===== src/rtl/lsu_pkg.sv =====
// Shared types and constants for the lattice SIR update engine.
// Used by the lattice RAM, the update logic and the top level.
package lsu_pkg;

   localparam int ROW_W    = 8;
   localparam int ADDR_W   = 2 * ROW_W;
   localparam int NCELLS   = 1 << ADDR_W;
   localparam int CNT_W    = ADDR_W + 1;
   localparam int PROB_W   = 17;
   localparam int ACTION_W = 16;
   localparam int CELL_W   = 2;

   localparam logic [PROB_W-1:0] PROB_RESET  = PROB_W'(55706);
   localparam logic [CNT_W-1:0]  CNT_ALL     = CNT_W'(NCELLS);

   typedef logic [CELL_W-1:0] cell_type;
   typedef logic [ADDR_W-1:0] addr_type;

   localparam cell_type CELL_SUS = 2'd0;
   localparam cell_type CELL_INF = 2'd1;
   localparam cell_type CELL_REC = 2'd2;
   localparam cell_type CELL_VAX = 2'd3;

   localparam logic KIND_WRITE  = 1'b0;
   localparam logic KIND_UPDATE = 1'b1;

   localparam logic [1:0] DIR_ROW_INC = 2'd0;
   localparam logic [1:0] DIR_ROW_DEC = 2'd1;
   localparam logic [1:0] DIR_COL_INC = 2'd2;
   localparam logic [1:0] DIR_COL_DEC = 2'd3;

   typedef struct packed {
      logic     wr_en;
      addr_type wr_addr;
      cell_type old_cell;
      cell_type new_cell;
   } upd_type;

endpackage


===== src/rtl/lsu_update_logic.sv =====
// Decides the cell write-back for one word from the cells read out of the lattice.
// Depends on lsu_pkg for cell codes and the update struct.
module lsu_update_logic
   import lsu_pkg::*;
(
   input  logic                kind,
   input  addr_type            act_addr,
   input  addr_type            nb_addr,
   input  logic [ACTION_W-1:0] action,
   input  cell_type            cell_value,
   input  logic [PROB_W-1:0]   infection_prob,
   input  cell_type            act_cell,
   input  cell_type            nb_cell,
   output upd_type             upd
);

   logic infect_branch;

   assign infect_branch = {1'b0, action} < infection_prob;

   always_comb begin
      upd.wr_en    = 1'b0;
      upd.wr_addr  = act_addr;
      upd.old_cell = act_cell;
      upd.new_cell = act_cell;
      if (kind == KIND_WRITE) begin
         upd.wr_en    = (act_cell != cell_value);
         upd.new_cell = cell_value;
      end else if (infect_branch) begin
         if ((nb_cell == CELL_SUS) && (act_cell == CELL_INF)) begin
            upd.wr_en    = 1'b1;
            upd.wr_addr  = nb_addr;
            upd.old_cell = CELL_SUS;
            upd.new_cell = CELL_INF;
         end
      end else if (act_cell == CELL_INF) begin
         upd.wr_en    = 1'b1;
         upd.new_cell = CELL_REC;
      end
   end

endmodule


===== config.mk =====
export PLATFORM = sky130hd
export DESIGN_NAME = lsu_update_logic
export DESIGN_NICKNAME = d
export VERILOG_FILES = /design/src/rtl/lsu_pkg.sv /design/src/rtl/lsu_update_logic.sv
export SDC_FILE = /design/constraint.sdc
export NUM_CORES = 1
export LEC_CHECK = 0
export BUFFER_PORTS_ARGS = -buffer_cell sky130_fd_sc_hd__clkbuf_2
export CAP_MARGIN = 20
export CORE_UTILIZATION = 35
export DETAILED_ROUTE_END_ITERATION = 6
export GPL_ROUTABILITY_DRIVEN = 0
export PLACE_DENSITY = 0.86
export SYNTH_ARGS = -nofsm -noshare
export SYNTH_HDL_FRONTEND = slang
export SYNTH_SLANG_ARGS = --single-unit

===== constraint.sdc =====
create_clock -name vclk -period 3.6
set_clock_uncertainty 0.2 [all_clocks]
set_input_delay 0.72 -clock vclk [all_inputs]
set_output_delay 0.72 -clock vclk [all_outputs]
set_load 0.01 [all_outputs]

=== Word-level counts from Yosys, hierarchy flattened ===
Index checks and enable logic that the tools add are counted.

* Memory bits (writable): 0
* Bits in read-only memories: 0
* Memories: 0
* Bits in latches: 0
* Word-level logic and storage cells: 14
* Register bits: 0

* Bitwise gates (word level): 0
* Shift-type cells: 0
* Div/mod/pow operators: 0
* Equal/unequal tests: 2
* Muxes and demuxes: 9
* Add/subtract/negate cells: 0
* Reduce and logical (&&, ||, !) cells: 2
* $mul: 0
* Order comparisons: 1

{| class="wikitable"
|+ Operators with widths
! cell !! count
|-
| $mux W18 || 2
|-
| $mux W21 || 1
|-
| $lt A16 B17 Y1 || 1
|-
| $mux W2 || 3
|-
| $mux W1 || 3
|-
| $eq A2 B1 Y1 const B || 1
|-
| $logic_not A2 Y1 || 1
|-
| $ne A2 B2 Y1 || 1
|-
| $logic_and A1 B1 Y1 || 1
|}

=== Logic depth before layout (Yosys ltp) ===
* Depth in word-level cells: 5
* Mapped depth: 8
* Mapped depth without buffers: 7

=== Least setup slack after synthesis ===
OpenSTA, ideal clock, no wires.

* Kind: in2out
* From: input port infection_prob[6]
* To: output port upd[10] (netlist name)
* Data required time: 2.680 ns
* Buffers on the path: 1
* Data arrival time: 2.595 ns
* Stages on the path: 8
* Path slack: 0.085 ns
* Cells stage by stage: inv_1 ha_1 a21o_1 a221o_1 a2111oi_4 o211ai_4 buf_6 mux2_4

{| class="wikitable"
|+ RTL lines
! what !! RTL line !! source
|-
| from (decl) || lsu_update_logic.sv:11 || <nowiki>input logic [PROB_W-1:0] infection_prob,</nowiki>
|-
| to (decl) || lsu_update_logic.sv:14 || <nowiki>output upd_type upd</nowiki>
|}

==> flow_summary.toml <==
[synthesis]
syn_nets = 174
syn-cell-area_um2 = 758.2
syn_area_per_cell_um2 = 8.715
synth_cell_types = 29
synth_cells = 87
ys_warn_count = 0
synth.yosys.seq_area_share_pct = 0

[floorplanning]
dieArea_um2 = 2357
initial_core_util_pct = 37.87
row_count = 16
io_pins = 93
die_w_um = 48.55
die_h_um = 48.55
core_area_um2 = 2002

[final_layout]
final_common_cell = "clkbuf_2"
clockBufferCount = 0
multi_input_area_um2 = 721.9
area_growth_pct = 81.68
final_cell_mix = "clkbuf_2 (90), inv_1 (13), ha_1 (12)"
diodes = 0
layout-drive-gt1-share_pct = 68.31
nFlopsAndLatches = 0
fin_area_um2 = 1378
layout.nets = 272
final.fill_count = 178
regArea_um2 = 0

[global_route]
grt_pass1_wl_um = 4077
antenna_found_initial = 0
grt_pass1_vias = 1006
grt_remaining_overflow = 0
grt_usage_pct = 21.26
grt_max_degree = 10

[power]
p_sw_share_pct = 42.66
p_clk_share_pct = 0
power_frac_comb_pct = 100.0
ir_drop_mv = 0.06290
cellPowerDensity_nw_per_um2 = 107.5
p_total_mw = 0.1481
leakage_nw = 0.8559
pwr-share-seq_pct = 0
p_switching_mw = 0.06320
p_int_mw = 0.08495

[worst_setup_path]
critPathBufInv = 4
max_stage_delay_ps = 370
path_cells = "buf_6, inv_4, ha_4, and2_4, a221o_1, a2111oi_4, o211ai_4, clkbuf_16, mux2_4, buf_6"
cp_slowest_cell = "a221o_1"
worst-path-max-fanout = 8
arrival_ps = 2710
timing.critical_path.mode_cell = "buf_6"
critical_path.top_delay_family = "compound AO/OA/AOI/OAI gates"
required_ps = 2680
start_kind = "input pin"
worstSetupPathType = "input pin to output port"
cp-end-kind = "output port"

[detailed_routing]
drt_first_iter_violations = 1
vias_per_cell = 4.776
wire_per_inst_um = 11.76
routed_wl_um = 2470
drc_errors = 0
drt_pass1_iterations = 4
postRouteAntennaNets = 0
dr_total_vias = 1003

[timing]
setup_viol_count_final = 11
post-route-period-util_pct = 100.9
max_freq_mhz = 275.4
fin_crit_ps = 3631
final.setup.worst_slack_ps = -30.91
hold_viol = 0
slew_headroom_pct = 72.88
rsz0062_at_grt = "yes"
worst_pin_slew_ps = 404.9
maxSlewViolCount = 0
holdWs_ps = 1498

[worst_hold_path]
hold_class = "input pin to output port"

[place]
dpl.hpwl_um = 2218
dp_slack_ps = -199.1
portBuffers = 93
dpl-instance-area_um2 = 1260

[outcome]
status = "complete, but fails checks"
violations = "negative setup slack"

[flow_run]
drv_cap = 0

[clocking]
hold_buffers = 0
[final cells by class]
type,instances,share of cell area (%)
well taps,27,2.452
inverters,16,4.541
repair buffers,99,40.60
multi-input cells,68,52.41
[repair_timing]
| action | in CTS | in global routing |
|---|---|---|
| gates cloned | 1 | 0 |
| endpoints found under the hold margin | 0 | 0 |
| gates resized for setup | 10 | 7 |
| setup buffers | 2 | 0 |
| pin swaps | 3 | 1 |
| setup endpoints to repair | 17 | 16 |
[layer usage]
layer / part of all wire (%) / vias to the layer above / track usage, %
met1: 36 / 443 / 21.16
met2: 58 / 50 / 46.71
met4: 0.61 / 0 / 3.431
met5: 0 / - / 0
li1: - / 508 / -
met3: 6.3 / 2 / 1.572
[cells by family after synthesis]
family | share of synthesized area (%)
buf+inv | 10.56
simple gates | 8.581
mux | 30.86
xor+xnor | 1.155
compound gates | 24.09
fa+ha+maj | 24.75
[cell usage after synthesis (2+ instances only)]
library cell | number | share of area, %
o21a_1 | 2 | 2.0
nor2b_1 | 2 | 1.6
a21o_1 | 3 | 3.0
a21oi_1 | 5 | 3.3
inv_1 | 16 | 7.9
mux2i_1 | 2 | 2.6
o21ai_0 | 3 | 2.0
ha_1 | 15 | 25
mux2_4 | 9 | 18
nand2_1 | 4 | 2.0
nand4_1 | 2 | 1.6
mux2_2 | 7 | 10
[power by group through the flow]
| stage | Clock, mW | Sequential [mW] | Combinational, mW |
|---|---|---|---|
| finish | 0 | 0 | 0.148 |
| global route | 0 | 0 | 0.164 |
| CTS | 0 | 0 | 0.147 |
| detailed placement | 0 | 0 | 0.137 |
| global placement | 0 | 0 | 0.130 |
| floorplan | 0 | 0 | 0.0685 |
[stage by stage]
stage                     TNS, ps  instances  util [%]
after global routing       -924.7        210     68.81
after detailed placement    -2950        207     62.94
after global placement      -1989        207     62.94
final                      -104.1        210     68.81
after floorplan                 0         87         -
after CTS                  -197.5        210     67.88
[path summary, 6_finish.rpt]
| check | to | cells past startpoint | from |
|---|---|---|---|
| max | upd[9] | 10 | infection_prob[7] |
| min | upd[3] | 2 | act_cell[1] |
(Power assumes the default switching activity.)
